File: src/design/mshc_ram.sv
module mshc_ram #(
  parameter int WIDTH = 8,
  parameter int DEPTH = 16,
  localparam int AW = (DEPTH > 1) ? $clog2(DEPTH) : 1
) (
  input  logic             clk,
  input  logic             we,
  input  logic [AW-1:0]    waddr,
  input  logic [WIDTH-1:0] wdata,
  input  logic [AW-1:0]    raddr,
  output logic [WIDTH-1:0] rdata
);

  logic [WIDTH-1:0] mem_r [DEPTH];
  logic [WIDTH-1:0] rdata_r;

  // One write port, one registered read port
  always_ff @(posedge clk) begin
    if (we) begin
      mem_r[waddr] <= wdata;
    end
    rdata_r <= mem_r[raddr];
  end

  assign rdata = rdata_r;

endmodule

File: config.mk
export PLATFORM = sky130hd
export DESIGN_NAME = mshc_ram
export DESIGN_NICKNAME = d
export VERILOG_FILES = /design/src/design/mshc_ram.sv
export SDC_FILE = /design/constraint.sdc
export NUM_CORES = 1
export LEC_CHECK = 0
export BUFFER_PORTS_ARGS = -buffer_cell sky130_fd_sc_hd__buf_2
export CAP_MARGIN = 20
export CORE_MARGIN = 5
export CORE_UTILIZATION = 46
export CTS_CLUSTER_SIZE = 14
export DETAILED_ROUTE_END_ITERATION = 12
export PLACE_DENSITY_LB_ADDON = 0.08
export SYNTH_ARGS = -nofsm -noshare
export SYNTH_HDL_FRONTEND = slang
export SYNTH_SLANG_ARGS = --single-unit
File: constraint.sdc
create_clock -name clk -period 1.85 [get_ports clk]
set_input_delay 0.0925 -clock clk [delete_from_list [all_inputs] [get_ports clk]]
set_output_delay 0.0925 -clock clk [all_outputs]
set_load 0.05 [all_outputs]
==> key figures, run 1 <==
Clock tree
  • Cts bufs inserted: 17
  • Root buf cell: clkbuf_8
  • Clock-pin slew of the registers on the worst-case setup and hold paths: roughly 60 ps
  • CTS tree: done
  • Count of H-tree levels built during CTS: 4
  • Buffers inserted during post-CTS setup optimization: 0
  • Worst skew pair latency: about 520 ps
  • TritonCTS Sinks: between 100 and 150
  • Total of cells resized after clock tree synthesis: 0
  • Clock buffer depth: 2

Routing
  • Iter 0 DRT Violations: 145
  • Routed Antenna Nets: 0
  • Routed via count divided by cell count: roughly 5.5
  • Total routed wirelength: 10190 microns
  • Total DRC errors in the routed layout: 0
  • First-pass iteration count of the detailed router: 4
  • Total via count after detailed routing: between 2000 and 2500
  • Average detailed-routed wire length per instance: 22.59 microns

Yosys
  • Synthesized area: 5147 sq um
  • Largest family of logic cells by synthesized area: multiplexers
  • EDFF count, synth: 128
  • Syn avg cell area: approximately 22 sq um
  • Cell types with the highest counts after synthesis: edfxtp_1 (128), mux4_2 (18), a22oi_1 (16)
  • Top area cells in the synthesized netlist: edfxtp_1 (75%), mux4_2 (7.9%), mux4_1 (7.1%)
  • Simple logic cell fraction of the synthesized area: under 10%
  • Portion of the post-synthesis area used by sequential elements: between 70% and 80%
  • Compound-Gate Fraction of Synth Area: 2.333%
  • Seq cells post-synth: between 100 and 150
  • Count leader, synth: edfxtp_1
  • Share of flip-flops with an asynchronous set or reset after synthesis: 0%
  • Syn_nets: around 250
  • Share of cell area taken by muxes after synthesis: ~15%
  • Commonest register cell after synthesis: edfxtp_1
  • Largest area contributor in the netlist: edfxtp_1
  • Adder-cell share of the synthesized area: 0%
  • Syn Inst Count: roughly 230
  • Post-Synth XOR/XNOR Area: 0%
  • Share of the synthesized area in the top cell type: around 75%
  • Warnings, synthesis: 0
  • Number of distinct library cells after synthesis: 19

Timing
  • Maximum clock frequency: 715.7 MHz
  • Period Utilization, post-route: between 70% and 80%
  • Final min period: approximately 1400 ps
  • Relative max-transition margin: 72.28%
  • Slew at the pin closest to its max-slew limit: around 410 ps
  • Final setup skew: 5.639 ps
  • # setup viols final: 0
  • Unrepaired setup endpoints after global routing: no
  • Number of hold-slack violations in the final timing report: 0
  • Setup total negative slack: 0 ps
  • Max Slew Vio Count: 0

GRT
  • Pin count of the biggest net entering global routing: 28
  • Number of global-route vias before repair: between 2000 and 3000
  • Initial antenna violation count: 0
  • First-pass GRT wire length: about 15000 microns
  • GRT Util Overall: between 10% and 20%
  • Sum of overflow across all layers after global routing: 0

Setup path
  • Cell breakdown of the critical path: mux4_2, a22oi_1, nand2_1
  • End of the worst register-to-register path: rdata[4]
  • Bufs and invs on worst path: 0
  • Required arrival time at the worst endpoint: 2240 ps
  • Max FO, Critical Path: 1
  • Internal reg-to-reg setup slack: approximately 450 ps
  • Type of the worst setup path: register to register
  • Slowest-stage cell, CP: mux4_2
  • Start of the worst register-to-register path: mem_r[3][4]
  • Crit path DAT: approximately 1800 ps
  • Kind of cell adding the most delay to the critical path: multiplexers
  • Setup crit start kind: register
  • Total stage count of the critical path: 3
  • Worst r2r path cells: 3
  • Endpoint class of the critical path: register
  • Largest stage delay, worst path: approximately 470 ps

Die
  • Std-Cell Core Area: approximately 11000 sq um
  • Overall die height: around 120 microns
  • Initial core utilization: between 40% and 50%
  • Top-level port count: 26
  • Number of rows created at floorplan: 38
  • X dimension of the die: 115.8 microns
  • Overall die area: about 13000 sq um

Layout
  • Area added between synthesis and finish: 25.01%
  • Final layout net count: about 320
  • Antenna diode count: 0
  • Layout cell share with drive strength beyond 1: ~33%
  • Combined area of the multi-input logic cells: about 1100 sq um
  • FILL cells: between 700 and 800
  • Sequential standard cell area: roughly 4000 sq um

Placement
  • Number of buffers added on ports: 25
  • DPL Wire Length: approximately 6500 microns
  • RD Place Congestion: just under 0.7

Pwr
  • Total Power Consumption: between 8000 and 9000 uW
  • Cell leakage power: between 0.002 and 0.0025 uW
  • Ratio of total power to cell area: approximately 1300 nW/um^2
  • Maximum VDD drop: between 0.4 and 0.5 mV

Status
  • Result of the run: finished, final reports clean

Min path
  • WHS Path Cells: 4
  • Path class of the lowest-slack min-delay path: primary input to register
  • Min-Delay Endpoint: rdata[3]
  • Origin of the worst min-delay path: raddr[2]

Job
  • Number of max-cap violations: 0
layout by cell type (no fill, tap or decap), types with 2 or more instances in the layout:
cell / count
edfxtp_1: 128
buf_2: 25
buf_4: 25
mux4_2: 18
a22oi_1: 16
clkbuf_16: 16
mux4_1: 14
nor2_1: 13
bufinv_16: 11
nand2_1: 9
dlygate4sd3_1: 8
dfxtp_1: 8
nor3_1: 4
nand3b_1: 2
nand2b_1: 2
clkinv_2: 2
buf_12: 2
repair_timing:
item	CTS	global route
hold endpoints to repair	128	0
endpoints found under the setup margin	0	0
hold buffers	8	0
worst min-delay path, stage by stage:
cell	delay (ps)
buf_2	110
nor2b_1	110
a22oi_1	180
nand2_1	60
cells by family after synthesis:
kind of cell | Yosys count
buffers and inverters | 10
DFF | 136
AOI/OAI and AO/OA | 16
and+or+nand+nor | 35
muxes | 32
how the worst max path moves through the flow:
| stage | start | endpoint | slack (ps) |
|---|---|---|---|
| 2_1_floorplan | waddr[2] | mem_r[0][0] | 260 |
| 3_3_place_gp | raddr[0] | rdata[0] | 290 |
| 3_5_place_dp | raddr[0] | rdata[1] | 290 |
| 4_1_cts | mem_r[7][4] | rdata[4] | 460 |
| 5_1_grt | mem_r[1][3] | rdata[3] | 360 |
| 6_report | mem_r[3][4] | rdata[4] | 450 |
registers in the layout (all words and copies together) (netlist names):
name / flops
mem_r: 128
rdata: 8
stage by stage:
step	setup slack (ps)	instance area, sq um	instances	utilization [%]	hold WS (ps)
5_1_grt	364.7	6435	451	59.10	124.7
3_5_place_dp	295.0	5589	411	51.33	506.0
2_1_floorplan	264.6	5147	229	-	191.4
4_1_cts	460.0	6435	451	59.10	68.96
3_3_place_gp	287.6	5589	411	51.33	495.9
6_report	452.7	6435	451	59.10	89.42
metal layers:
metal	up-vias	GRT usage, %	wire, microns
met5	-	0	0
met2	60	25.47	4881
met4	0	5.336	107
li1	1112	-	-
met1	1292	23.33	4676
met3	8	5.379	519
report_power, final:
part	switching (uW)	internal [uW]	total, uW
combinational	255	156	410
sequential	19.6	3450	3470
clock	1190	3140	4330
final cells by class:
cell class	count	area share, %
clock buffers	18	6.494
flip-flops and latches	136	62.22
clock inverters	14	5.405
repair buffers	60	6.728
multi-input cells	83	16.43
well taps	140	2.722
Note: power is estimated with default switching activity, not from simulation.
==> inputs of run 2 (changes only) <==
==> constraint.sdc (replaced) <==
create_clock -name clk -period 1.1 [get_ports clk]
set_input_delay 0.055 -clock clk [delete_from_list [all_inputs] [get_ports clk]]
set_output_delay 0.055 -clock clk [all_outputs]
set_load 0.05 [all_outputs]
==> run 2 against run 1 <==
  * The flow now finishes with violations (negative setup slack)
  * Cell count rose by 1.6%
  * Clock power is 31% higher
  * Sequential cell count stayed put
  * Die area did not move
  * Global-route usage increased by 0.63 points
  * Fmax rose by 7.7%
  * Sequential power up 69%
  * First-iteration DRC count grew 50%
  * Register-to-register slack worse by 650 ps
  * Total power grew 51%
  * Largest power group is now sequential cells
  * Design area grew 1.6%
  * Hold slack better by 13 ps
==> key figures, run 2 (same netlist as run 1, synthesis figures left out) <==
Status
  • Result of the run: finished, violations left
  • Violated checks: negative setup slack

Routing
  • Total via count after detailed routing: 2475 (+0.12%)
  • Total DRC errors in the routed layout: 0 (unchanged)
  • Routed Antenna Nets: 0 (unchanged)
  • First-pass iteration count of the detailed router: 4 (unchanged)
  • Iter 0 DRT Violations: 218 (+50%)
  • Total routed wirelength: 10200 microns (+0.17%)
  • Routed via count divided by cell count: 5.404 (-1.4%)
  • Average detailed-routed wire length per instance: 22.28 microns (-1.4%)

GRT
  • Sum of overflow across all layers after global routing: 0 (unchanged)
  • Number of global-route vias before repair: 2738 (+8.5%)
  • GRT busiest layer: met2
  • Met2 Use GR: 27.04% (+1.6 points)
  • First-pass GRT wire length: 16160 microns (+5.2%)
  • Global Route met3 Usage: 4.752% (-0.63 points)
  • GRT Util Overall: 17.38% (+0.63 points)
  • Initial antenna violation count: 0 (unchanged)
  • Pin count of the biggest net entering global routing: 17 (-39%)
  • Met1 routing resource usage after global routing: 24.20% (+0.87 points)

Min path
  • Path class of the lowest-slack min-delay path: primary input to register

Timing
  • Number of hold-slack violations in the final timing report: 0 (unchanged)
  • Setup total negative slack: -1214 ps (-1214 ps)
  • Smallest setup slack after layout: -197.3 ps (-650.0 ps)
  • Final setup skew: 7.595 ps (+1.956 ps)
  • Maximum clock frequency: 770.8 MHz (+7.7%)
  • Worst hold slack after final layout: 102.6 ps (+13.15 ps)
  • Period Utilization, post-route: 117.9% (+42 points)
  • Relative max-transition margin: 40.84% (-31 points)
  • Unrepaired setup endpoints after global routing: yes
  • # setup viols final: 8 (+8)
  • Final min period: 1297 ps (-100.0 ps)
  • Max Slew Vio Count: 0 (unchanged)
  • Slew at the pin closest to its max-slew limit: 885.5 ps (+470.6 ps)

Layout
  • Register bank with the most flops: mem_r
  • Area added between synthesis and finish: 26.96%
  • Most frequent standard cell in the layout excluding fill and tap cells: edfxtp_1
  • Final layout net count: 323 (+2.2%)
  • Number of cells in the finished layout apart from fillers: 458 (+1.6%)
  • FILL cells: 779 (+2.6%)
  • Antenna diode count: 0 (unchanged)
  • Commonest cells after routing, fill and taps aside: edfxtp_1 (128), mux4_2 (29), buf_4 (24)
  • Number of flip-flops under the largest register name: 128 (unchanged)
  • Layout cell share with drive strength beyond 1: 43.08% (+10 points)

Pwr
  • Ratio of total power to cell area: 1890 nW/um^2 (+48%)
  • Cell leakage power: 0.002228 uW (-0.89%)
  • Maximum VDD drop: 0.8298 mV (+75%)

Clock tree
  • Root buf cell: clkbuf_8
  • Worst skew pair latency: 510 ps (about the same)
  • Clock-pin slew of the registers on the worst-case setup and hold paths: 60 ps (about the same)
  • Clock buffer depth: 2 (unchanged)
  • Cts bufs inserted: 17 (unchanged)
  • TritonCTS Sinks: 136 (unchanged)
  • CTS tree: done
  • Count of H-tree levels built during CTS: 4 (unchanged)

Placement
  • Placement Setup Slack: -415.5 ps (-710.5 ps)
  • DPL Wire Length: 6821 microns (+4.7%)
  • RD Place Congestion: 0.6981 (+0.27%)
  • Placed Cells incl. Taps: 418 (+1.7%)
  • Number of buffers added on ports: 25 (unchanged)

Setup path
  • Endpoint class of the critical path: register
  • Slowest-stage cell, CP: mux4_2
  • Cell breakdown of the critical path: mux4_2, a22oi_2, nand2_1
  • Required arrival time at the worst endpoint: 1490 ps (-750 ps)
  • Largest stage delay, worst path: 490 ps (+20 ps)
  • Type of the worst setup path: register to register
  • Max FO, Critical Path: 1 (unchanged)
  • Crit path DAT: 1690 ps (-100 ps)
  • Setup crit start kind: register

Die
  • Top-level port count: 26 (unchanged)
  • Overall die height: 115.8 microns (unchanged)
  • Std-Cell Core Area: 10890 sq um (unchanged)
  • Number of rows created at floorplan: 38 (unchanged)
  • Overall die area: 13410 sq um (unchanged)
  • Initial core utilization: 47.28% (unchanged)
  • X dimension of the die: 115.8 microns (unchanged)

Job
  • Number of max-cap violations: 0 (unchanged)
-- run 2: power by group --
part           switching [uW]  total [uW]  internal (uW)
Combinational             444         821            377
Clock                    2020        5670           3650
Sequential               56.8        5860           5800
Total                    2530       12300           9820
-- run 2: stage by stage --
step	util (%)	instance area, sq um	power (uW)
floorplan	-	5180	6372
global placement	52.72	5741	6688
detailed placement	52.72	5741	6692
CTS	59.86	6518	12450
global route	60.02	6535	12760
finish	60.02	6535	12350
-- run 2: critical path, delay by kind of cell (launching register included) --
kind	cells	cell delay [ps]
compound gates	1	220
flops	1	370
mux	1	490
simple gates	1	100
-- run 2: final timing paths --
kind	start	to	slack, ps	cells after the start
hold / removal	waddr[0]	mem_r[12][0]	100	3
hold reg to reg	mem_r[12][7]	rdata[7]	670	3
setup / recovery	mem_r[3][6]	rdata[6]	-200	3
setup reg to reg	mem_r[3][6]	rdata[6]	-200	3
-- run 2: timing repair --
action / CTS / global route
pin swaps: 2 / 1
buffers inserted: 0 / 0
hold buffers: 8 / 0
setup endpoints to repair: 16 / 15
endpoints found under the hold margin: 128 / 0
resized for setup: 32 / 5
-- run 2: area by class of cell --
type	count	area (sq um)	share of cell area [%]
Tap cell	140	175.2	2.680
Timing Repair Buffer	67	654.4	10.01
Sequential cell	136	4021	61.54
Clock buffer	22	462.9	7.084
Multi-Input combinational cell	83	1077	16.48
Clock inverter	10	143.9	2.202
-- run 2: per-layer routing --
layer	up-vias	wire length (microns)
met1	1269	4405
met5	-	0
li1	1114	-
met2	88	5072
met4	0	47
met3	4	678
