==> src/design/mshc_pkg.sv <==
package mshc_pkg;

  // Field widths
  localparam int KEY_W  = 17;
  localparam int DATA_W = 32;

  // Home bucket geometry
  localparam int HOME_BUCKETS = 10;
  localparam int HOME_W       = 4;

  // Default size of the shared overflow store
  localparam int OVERFLOW_SLOTS_DEF = 128;

  typedef logic [KEY_W-1:0]  key_t;
  typedef logic [DATA_W-1:0] data_t;
  typedef logic [HOME_W-1:0] home_t;
  typedef logic [1:0]        status_t;

  // Request codes
  localparam logic REQ_INSERT = 1'b0;
  localparam logic REQ_SEARCH = 1'b1;

  // Result status codes
  localparam status_t ST_INSERTED = 2'd0;
  localparam status_t ST_FULL     = 2'd1;
  localparam status_t ST_FOUND    = 2'd2;
  localparam status_t ST_MISSING  = 2'd3;

  typedef struct packed {
    logic  req_type;
    key_t  key;
    data_t data;
  } in_item_t;

  typedef struct packed {
    status_t status;
    data_t   found_data;
  } out_item_t;

endpackage

==> src/design/mshc_hash.sv <==
module mshc_hash (
  input  logic           clk,
  input  logic           rst_n,
  input  logic           start,
  input  mshc_pkg::key_t key_in,
  output logic           done,
  output mshc_pkg::home_t home
);
  import mshc_pkg::*;

  // Home bucket = hundreds digit of ((key mod 1000)^2 mod 1000).
  // Each mod 1000 uses a reciprocal multiply; the digit uses x*41 >> 12.
  localparam int          Shift1   = 27;
  localparam logic [17:0] Recip1   = 18'd134218;
  localparam int          Shift2   = 30;
  localparam logic [20:0] Recip2   = 21'd1073742;
  localparam logic [9:0]  Thousand = 10'd1000;
  localparam logic [5:0]  DigitMul = 6'd41;
  localparam int          DigitSh  = 12;
  localparam int          Stages   = 6;

  logic [Stages-1:0] v_r;
  key_t              key1_r;
  logic [7:0]        q1_r;
  logic [9:0]        r1_r;
  logic [19:0]       sq_r;
  logic [19:0]       sq4_r;
  logic [9:0]        q2_r;
  logic [9:0]        r2_r;
  home_t             home_r;

  logic [34:0] prod1;
  logic [17:0] diff1;
  logic [40:0] prod2;
  logic [19:0] diff2;
  logic [15:0] prod3;

  assign prod1 = 35'(key_in) * 35'(Recip1);
  assign diff1 = 18'(key1_r) - 18'(q1_r) * 18'(Thousand);
  assign prod2 = 41'(sq_r) * 41'(Recip2);
  assign diff2 = sq4_r - 20'(q2_r) * 20'(Thousand);
  assign prod3 = 16'(r2_r) * 16'(DigitMul);

  // Stage valid bits
  always_ff @(posedge clk) begin
    if (!rst_n) begin
      v_r <= '0;
    end else begin
      v_r <= {v_r[Stages-2:0], start};
    end
  end

  // Datapath stages, one multiply each
  always_ff @(posedge clk) begin
    key1_r <= key_in;
    q1_r   <= prod1[Shift1 +: 8];
    r1_r   <= diff1[9:0];
    sq_r   <= 20'(r1_r) * 20'(r1_r);
    q2_r   <= prod2[Shift2 +: 10];
    sq4_r  <= sq_r;
    r2_r   <= diff2[9:0];
    home_r <= prod3[DigitSh +: HOME_W];
  end

  assign done = v_r[Stages-1];
  assign home = home_r;

endmodule

==> config.mk <==
export PLATFORM = sky130hd
export DESIGN_NAME = mshc_hash
export DESIGN_NICKNAME = d
export VERILOG_FILES = /design/src/design/mshc_pkg.sv /design/src/design/mshc_hash.sv
export SDC_FILE = /design/constraint.sdc
export NUM_CORES = 1
export LEC_CHECK = 0
export BUFFER_PORTS_ARGS = -buffer_cell sky130_fd_sc_hd__buf_2
export CAP_MARGIN = 10
export CORE_AREA = 5 5 176 161
export DETAILED_ROUTE_END_ITERATION = 12
export DIE_AREA = 0 0 181 166
export GPL_ROUTABILITY_DRIVEN = 0
export HOLD_SLACK_MARGIN = 0.03
export PLACE_DENSITY = 0.71
export SLEW_MARGIN = 20
export SYNTH_ARGS = -nofsm -noshare
export SYNTH_HDL_FRONTEND = slang
export SYNTH_SLANG_ARGS = --single-unit
==> constraint.sdc <==
create_clock -name clk -period 5.92 [get_ports clk]
set_input_delay 0.888 -clock clk [delete_from_list [all_inputs] [get_ports clk]]
set_output_delay 0.888 -clock clk [all_outputs]
set_load 0.01 [all_outputs]
==> results.md, run 1 <==
* Cells after synthesis at approximately 1400
* Crit path arrival time at just under 6000 ps
* Routed WL per cell at 14.3 um
* Post-synth top cells: inv_1 (418), ha_1 (405), fa_1 (183)
* CTS clk-pin slew, worst paths at roughly 70 ps
* Clk_skew at approximately 10 ps
* GRT Overall Usage at 18.6%
* Post-synth EDFFs at 0
* Hold Path Cell Cnt at 0
* Critical setup path kind: flop to flop
* Hold_sp: sq4_r[2]
* DP HPWL at ~24000 um
* Clk root buf: clkbuf_16
* Fin worst setup slack at roughly 420 ps
* DRT met1 WL at ~12000 um
* Die width at approximately 180 um
* I/O pin total at 25
* Total number of vias at slightly above 9000
* First-pass GRT wire length at around 47000 um
* DIE AREA at between 30000 and 40000 sq um
* Cts repair resizes at 0
* Final Hold Viols at 0
* Tightest slew margin relative to the limit at between 60% and 70%
* Sequential area share after synthesis at 11.4%
* Dpl ws at approximately 430 ps
* Final Slew Violations at 0
* Mapped Area at between 10000 and 15000 sq um
* Worst setup EP type: flop
* Final WL at about 26000 um
* CP Max Fanout at 7
* Post-synth ARST share at 0%
* Max_cap viols at 0
* Yosys top cell area share at about 36%
* FF-to-FF setup slack at between 400 and 500 ps
* Ant diodes at 0
* Syn. warnings at 0
* Hold buffer count at cts at 0
* CP Launch Type: flop
* Clock Latency Late Sink at around 360 ps
* Worst Path Required at roughly 6200 ps
* Critical R2R Launch: sq_r[4]
* P&R area growth vs syn at 6.35%
* # Post-CTS Setup Buffers at 0
* CTS tree: built
* GRT overflow at 0
* Inst Count DP at between 1500 and 2000
* Worst slew pin tran at about 530 ps
* Final Instance Count excl. Fillers at around 1800
* Reg-to-reg endpoint: q2_r[5]
* Average size of a mapped cell at around 10 sq um
* Hold WC Path Type: flop to flop
* Worst Hold Path EP: r2_r[2]
* Core ar. at between 20000 and 30000 sq um
* Status: finished clean
* R2R depth at 20
* Vias in the first global route at roughly 10000
* Initial antenna violation count at 0
* Largest net degree at the start of global routing at 17
* Drt first pass iters at 4
* Met3 wire length at between 800 and 900 um
* Antenna viol nets, final at 0
* Die height at between 150 and 200 um
* Clock Sinks at just over 80
* Area of the multi-input gates at 11100 sq um
* # H-tree levels at 3
* Routed met2 length at approximately 13000 um
* Filler Cell Count at between 2000 and 2500
* Fin crit period at approximately 5500 ps
* CTS Buffer Depth at 2
* Register area at between 1500 and 2000 sq um
* #FFs+latches synth at between 80 and 90
* Post-synth top area cell: ha_1
* Ratio of cells with drive above 1 in the final layout at under 10%
* Final Cycle Share at between 90 and 100%
* Count leader, synth: inv_1
* DR top layer: met4
* FP Rows at 57
* Unique masters post-synth at 54
* Vias/cell at 5.04
* Top area cells in the synthesized netlist: ha_1 (36%), fa_1 (26%), dfxtp_1 (11%)
* TritonCTS buffer count at 9
* Post-route DRC at 0
* RSZ-0062 raised after global routing: false
* Starting density of the core at between 50% and 60%
* Setup TNS at 0 ps
* Port Buffer Count at 24
* NumNets Final at ~2100
* Initial drt markers at roughly 360
* Primary FF master, synth: dfxtp_1
* F_max at 182 MHz
* Final setup vio count at 0
-- worst max path at each step --
stage | start | endpoint | slack [ps] | depth (start not counted)
2_1_floorplan | key_in[6] | q1_r[6] | 870 | 17
3_3_place_gp | key_in[6] | q1_r[6] | 560 | 18
3_5_place_dp | sq_r[4] | q2_r[5] | 430 | 20
4_1_cts | sq_r[4] | q2_r[5] | 410 | 20
5_1_grt | sq_r[7] | q2_r[5] | 210 | 20
6_report | sq_r[4] | q2_r[5] | 420 | 20
-- worst max-delay path, stage by stage (launching register included) --
cell	delay (ps)
dfxtp_1	550
ha_1	230
ha_1	140
inv_1	80
fa_1	460
fa_1	490
inv_1	50
fa_1	470
fa_1	550
inv_1	60
fa_1	500
inv_1	40
ha_1	320
a211oi_1	230
o21ai_0	130
a21o_1	200
a21oi_1	240
a311o_1	240
nand2b_1	90
a21oi_1	200
xnor2_1	150
-- per-stage QoR --
step	area [sq um]	utilization, %	hold WS (ps)
final	15200	57.3	328
after global routing	15200	57.3	335
after CTS	15200	57.3	329
after detailed placement	14900	56.2	314
after global placement	14900	56.2	310
after floorplan	14300	-	310
-- final cells by class --
cell class,count,area share (%)
repair buffers,29,1.04
well taps,354,2.92
inverters,418,10.3
clock buffers,9,1.48
clock inverters,7,0.553
flip-flops and latches,81,10.7
multi-input cells,939,73.0
-- cell families after synthesis --
group	count (synthesis)	synth area share [%]
xor gates and xnor gates	69	4.24
muxes	1	0.0789
DFF	81	11.4
AOI/OAI and AO/OA	132	6.56
other	2	0.0527
buffers and inverters	425	11.2
adders and majority gates	588	61.2
and+or+nand+nor	141	5.31
-- metal layers --
layer	GRT usage, %	vias to the layer above
li1	-	4624
met1	25.2	4502
met2	32.5	109
met3	2.50	27
met4	3.23	0
met5	0	-
-- cell usage in the layout (no fill, tap or decap), drive strengths merged, types with 3 or more instances in the layout --
| master | n |
|---|---|
| inv | 422 |
| ha | 405 |
| fa | 183 |
| dfxtp | 81 |
| xnor2 | 55 |
| and2 | 37 |
| a21oi | 36 |
| buf | 29 |
| nand2 | 27 |
| o21ai | 27 |
| nor2 | 24 |
| a21o | 21 |
| xor2 | 14 |
| nor3 | 11 |
| nand3 | 10 |
| clkbuf | 9 |
| a211oi | 9 |
| nor2b | 8 |
| conb | 8 |
| o21bai | 7 |
| nand4 | 6 |
| and3 | 5 |
| o21a | 5 |
| nand2b | 4 |
| a211o | 3 |
| a31oi | 3 |
| o211ai | 3 |
| o2111ai | 3 |
-- flip-flops by register name, indices dropped and copies added, names as in the netlist --
name,flops
home,4
key1_r,10
q1_r,7
q2_r,7
r1_r,10
r2_r,9
sq4_r,9
sq_r,19
v_r,6
Power of run 1 is left out: the tool's default activity adds up to more than one toggle a clock period on the data nets, which glitch-free logic cannot reach.
==> run 2, diff against run 1 <==
==> constraint.sdc (replaced) <==
create_clock -name clk -period 6 [get_ports clk]
set_input_delay 0.6 -clock clk [delete_from_list [all_inputs] [get_ports clk]]
set_output_delay 0.6 -clock clk [all_outputs]
set_load 0.01 [all_outputs]
==> run 2 against run 1 <==
Net effect:
- core utilization decreased by 0.14 points
- maximum frequency increased by 2.3%
- routed wire length increased by 0.77%
- global-route usage increased by 0.27 points
- clock skew increased by 3.6 ps
- sequential cell count unchanged
- count of clock-buffer cells in the layout unchanged
- die area unchanged
- worst hold slack about the same
- sequential share of layout area about the same
- final cell count decreased by 0.11%
- non-clock buffer count decreased by 2
==> results.md, run 2 (synthesized netlist as in run 1, its figures left out) <==
* Final WL at 26500 um (+0.77%)
* DRT met1 WL at 12400 um (+1.2%)
* Hold slack final at 328 ps (+0.166 ps)
* RSZ-0062 raised after global routing: false
* GRT Overall Usage at 18.9% (+0.27 points)
* Status: finished clean
* FP Rows at 57 (unchanged)
* F_max at 186 MHz (+2.3%)
* Met3 wire length at 876 um (-2.4%)
* Critical R2R Launch: sq_r[5]
* Final Hold Viols at 0 (unchanged)
* Ant diodes at 0 (unchanged)
* Final setup vio count at 0 (unchanged)
* Tightest slew margin relative to the limit at 64.6% (+0.25 points)
* Starting density of the core at 53.9% (unchanged)
* Post-route DRC at 0 (unchanged)
* DR top layer: met4
* Largest net degree at the start of global routing at 17 (unchanged)
* Initial drt markers at 276 (-23%)
* TritonCTS buffer count at 9 (unchanged)
* Worst setup EP type: flop
* Critical setup path kind: flop to flop
* Initial antenna violation count at 0 (unchanged)
* Fin crit period at 5380 ps (-123 ps)
* # H-tree levels at 3 (unchanged)
* CTS tree: built
* Clk root buf: clkbuf_16
* Drt first pass iters at 4 (unchanged)
* Area of the multi-input gates at 11100 sq um (unchanged)
* CP Launch Type: flop
* Number of flip-flops under the largest register name at 19 (unchanged)
* CP Max Fanout at 7 (unchanged)
* Setup TNS at 0 ps (unchanged)
* R2R depth at 20 (unchanged)
* Total number of vias at 9243 (-0.21%)
* NumNets Final at 2084 (-0.096%)
* Max_cap viols at 0 (unchanged)
* Cts repair resizes at 0 (unchanged)
* Port Buffer Count at 24 (unchanged)
* Die height at 166 um (unchanged)
* DIE AREA at 30000 sq um (unchanged)
* Regs by FF count: sq_r: 19 flops, key1_r: 10 flops, r1_r: 10 flops
* Routed WL per cell at 14.4 um (+0.88%)
* Vias in the first global route at 10200 (+0.61%)
* Finished Cell Area at 15100 sq um (-0.25%)
* Clk_skew at 13.7 ps (+3.58 ps)
* Worst slew pin tran at 531 ps (-3.48 ps)
* Clock Sinks at 81 (unchanged)
* Top reg by flops: sq_r
* Crit path capture: q2_r[5]
* Vias/cell at 5.04 (about the same)
* Worst Path Required at 6290 ps (+90 ps)
* Hold buffer count at cts at 0 (unchanged)
* Crit path arrival time at 5670 ps (-120 ps)
* Hold WC Path Type: flop to flop
* FF-to-FF setup slack at 620 ps (+200 ps)
* Routed met2 length at 12800 um (-0.68%)
* CTS Buffer Depth at 2 (unchanged)
* DP HPWL at 23500 um (about the same)
* Reg-to-reg endpoint: q2_r[5]
* Filler Cell Count at 2266 (-1.9%)
* P&R area growth vs syn at 6.09%
* Final Cycle Share at 89.7% (-3.3 points)
* Clock Latency Late Sink at 350 ps (about the same)
* Placed cell areas at 14800 sq um (-0.10%)
* CTS clk-pin slew, worst paths at 70 ps (about the same)
* Die width at 181 um (unchanged)
* # Post-CTS Setup Buffers at 0 (unchanged)
* GRT overflow at 0 (unchanged)
* Antenna viol nets, final at 0 (unchanged)
* Ratio of cells with drive above 1 in the final layout at 4.19% (-0.13 points)
* First-pass GRT wire length at 47500 um (+1.7%)
* Setup crit start: sq_r[5]
* Inst Count DP at 1819 (-0.11%)
* I/O pin total at 25 (unchanged)
* Final Slew Violations at 0 (unchanged)
* Most frequent cells in the layout: inv_1 (418), ha_1 (405), fa_1 (183)
* Commonest non-fill, non-tap cell in the layout: inv_1
* Final Instance Count excl. Fillers at 1835 (-0.11%)
* Register area at 1620 sq um (unchanged)
* Core ar. at 26500 sq um (unchanged)
[run 2: cell count changes in the layout (fill, tap and decap cells not counted), sizes merged]
cell	delta
buf	-2
inv	-1
bufinv	-1
clkinvlp	+1
clkinv	+1
[run 2: through the flow]
step,utilization (%),worst slack [ps]
6_report,57.2,619
5_1_grt,57.2,195
4_1_cts,57.2,611
3_5_place_dp,56.1,633
3_3_place_gp,56.1,719
2_1_floorplan,-,1040
[run 2: layer usage]
metal	track usage, %	vias up
met3	1.91	36
met2	32.8	114
met1	25.7	4482
li1	-	4611
met4	4.24	0
met5	0	-
[run 2: worst max-delay path, cell delays in order, from the launching register on]
cell	delay, ps
dfxtp_1	440
ha_1	350
ha_1	140
inv_1	70
fa_1	440
fa_1	490
inv_1	50
fa_1	460
fa_1	540
inv_1	60
fa_1	500
inv_1	40
ha_1	310
a211oi_1	250
o21ai_0	130
a21o_1	190
a21oi_1	230
a311o_1	240
nand2b_1	90
a21oi_1	180
xnor2_1	130
[run 2: final cells by class]
class                           instances  area share, %
Inverter                              418           10.4
Clock inverter                          7          0.405
Clock buffer                            9           1.49
Timing Repair Buffer                   27          0.943
Tap cell                              354           2.93
Multi-Input combinational cell        939           73.2
Sequential cell                        81           10.7
[run 2: how the worst min path moves through the flow]
stage          slack (ps)  cells past startpoint       from       to
2_1_floorplan         310                      0  key1_r[0]  r1_r[0]
3_3_place_gp          310                      0  key1_r[2]  r1_r[2]
3_5_place_dp          310                      0  key1_r[1]  r1_r[1]
4_1_cts               330                      0  key1_r[1]  r1_r[1]
5_1_grt               340                      0  key1_r[1]  r1_r[1]
6_report              330                      0  key1_r[1]  r1_r[1]
Power of run 2 is left out for the same reason.
==> run 3, diff against run 2 <==
--- a/config.mk
+++ b/config.mk
@@ -7,12 +7,13 @@
 export LEC_CHECK = 0
 export BUFFER_PORTS_ARGS = -buffer_cell sky130_fd_sc_hd__buf_2
 export CAP_MARGIN = 10
-export CORE_AREA = 5 5 176 161
+export CORE_AREA = 5 5 236 215
+export CTS_BUF_LIST = sky130_fd_sc_hd__clkbuf_8 sky130_fd_sc_hd__clkbuf_16
 export DETAILED_ROUTE_END_ITERATION = 12
-export DIE_AREA = 0 0 181 166
+export DIE_AREA = 0 0 241 220
 export GPL_ROUTABILITY_DRIVEN = 0
 export HOLD_SLACK_MARGIN = 0.03
-export PLACE_DENSITY = 0.71
+export PLACE_DENSITY = 0.45
 export SLEW_MARGIN = 20
 export SYNTH_ARGS = -nofsm -noshare
 export SYNTH_HDL_FRONTEND = slang
==> constraint.sdc (replaced) <==
create_clock -name clk -period 4.9 [get_ports clk]
set_input_delay 0.49 -clock clk [delete_from_list [all_inputs] [get_ports clk]]
set_output_delay 0.49 -clock clk [all_outputs]
set_load 0.01 [all_outputs]
==> run 3 against run 2 <==
Net effect:
- highest routed layer unchanged
- the flow now finishes with violations (setup timing)
- critical path type unchanged
- clock skew decreased by 8.6 ps
- cell area rose by 13%
- critical path depth is the same
- non-clock buffer count grew 119
- largest cell class unchanged
- final cell count up 22%
- core utilization is 22 points lower
==> results.md, run 3 (synthesized netlist as in run 1, its figures left out) <==
* Area of the multi-input gates at 11700 sq um (+6.0%)
* Failing checks: setup timing
* CTS tree: built
* Worst setup EP type: flop
* Clock Latency Late Sink at 360 ps (about the same)
* Vias/cell at 4.28 (-15%)
* CP Max Fanout at 4 (-3)
* Top reg by flops: sq_r
* Hold WC Path Type: flop to flop
* Critical setup path kind: flop to flop
* Commonest non-fill, non-tap cell in the layout: inv_1
* First-pass GRT wire length at 50600 um (+6.5%)
* Hold_sp: key1_r[1]
* Final Hold Viols at 0 (unchanged)
* Final WL at 30000 um (+13%)
* Antenna viol nets, final at 0 (unchanged)
* Clk_skew at 5.02 ps (-8.65 ps)
* Crit path arrival time at 5190 ps (-480 ps)
* Final Cycle Share at 101% (+11 points)
* Initial drt markers at 229 (-17%)
* Setup crit start: sq_r[6]
* FP Rows at 77 (+35%)
* Fin worst setup slack at -38.8 ps (-658 ps)
* Vias in the first global route at 10200 (+0.12%)
* Register area at 1670 sq um (+3.2%)
* Die height at 220 um (+33%)
* Fin crit period at 4940 ps (-442 ps)
* # H-tree levels at 3 (unchanged)
* Port Buffer Count at 24 (unchanged)
* Total number of vias at 9555 (+3.4%)
* Inst Count DP at 2204 (+21%)
* Initial antenna violation count at 0 (unchanged)
* CP Launch Type: flop
* Hold buffer count at cts at 0 (unchanged)
* R2R depth at 20 (unchanged)
* RSZ-0062 raised after global routing: true
* Status: complete, but fails checks
* Drt first pass iters at 4 (unchanged)
* F_max at 202 MHz (+9.0%)
* Clock Sinks at 81 (unchanged)
* DP HPWL at 26800 um (+14%)
* CTS clk-pin slew, worst paths at 60 ps (about the same)
* GRT overflow at 0 (unchanged)
* Routed WL per cell at 13.4 um (-6.8%)
* GRT Overall Usage at 11.9% (-7.0 points)
* Largest net degree at the start of global routing at 14 (-3)
* Filler Cell Count at 4924 (+120%)
* I/O pin total at 25 (unchanged)
* Post-route DRC at 0 (unchanged)
* Final setup vio count at 1 (+1)
* Die width at 241 um (+33%)
* TritonCTS buffer count at 9 (unchanged)
* Final Slew Violations at 0 (unchanged)
* Core ar. at 48400 sq um (+83%)
* Starting density of the core at 29.5% (-24 points)
* Fin util at 35.4% (-22 points)
* Crit path capture: q2_r[5]
* Number of flip-flops under the largest register name at 19 (unchanged)
* Max_cap viols at 0 (unchanged)
* Final Instance Count excl. Fillers at 2232 (+22%)
* Worst Path Required at 5160 ps (-1130 ps)
* CTS Buffer Depth at 2 (unchanged)
* NumNets Final at 2203 (+5.7%)
* Regs by FF count: sq_r: 19 flops, key1_r: 10 flops, r1_r: 10 flops
* Ant diodes at 0 (unchanged)
* DIE AREA at 53000 sq um (+76%)
* Most frequent cells in the layout: inv_1 (400), ha_1 (361), fa_1 (176)
* Critical R2R Launch: sq_r[6]
* FF-to-FF setup slack at -40 ps (-660 ps)
* Ratio of cells with drive above 1 in the final layout at 18.4% (+14 points)
* P&R area growth vs syn at 20.2%
* Reg-to-reg endpoint: q2_r[5]
* Clk root buf: clkbuf_16
## run 3: worst min path at each step
stage	to	slack [ps]	cells after the start
floorplan	r1_r[0]	310	0
global placement	r1_r[2]	310	0
detailed placement	r1_r[1]	310	0
CTS	v_r[0]	310	2
global route	v_r[0]	320	2
finish	r1_r[1]	320	0
## run 3: timing repair
item,4_1_cts,5_1_grt
setup endpoints to repair,10,15
resized for setup,54,86
cloned,0,0
setup buffers,4,9
pin swaps,29,89
## run 3: area by class of cell
cell class / instances / area share [%]
inverters: 418 / 9.15
repair buffers: 146 / 6.30
multi-input cells: 939 / 68.4
clock buffers: 10 / 1.39
well taps: 632 / 4.61
flip-flops and latches: 81 / 9.76
clock inverters: 6 / 0.343
## run 3: critical path, stage by stage (launching register included)
cell and delay (ps):
dfxtp_4 370, ha_1 280, ha_1 160, inv_2 60, fa_1 460, fa_1 490, inv_1 50, fa_1 550
inv_2 40, fa_1 510, inv_2 50, ha_4 160, ha_4 260, nand4_1 160, nor3_4 270, o211ai_1 120
a21o_1 180, a311o_1 330, nand2b_1 130, a21oi_2 80, xnor2_1 120
## run 3: per-stage QoR
stage                     setup WS [ps]  TNS, ps  cell area [sq um]  hold slack [ps]
after detailed placement           -288    -1510              16000              312
after global placement             -214     -929              16000              310
final                             -38.8    -38.8              17100              325
after global routing               -207     -532              17100              316
after floorplan                    19.8        0              14300              310
after CTS                         -30.4    -30.4              16600              314
## run 3: per-layer routing
layer	global-route usage [%]	part of all wire (%)	vias up	routed length, um
li1	-	-	4854	-
met1	16.1	47	4624	14200
met2	20.7	50	61	14900
met3	1.54	2.3	16	682
met4	2.09	0.87	0	262
met5	0	0	-	0
Power of run 3 is left out for the same reason.
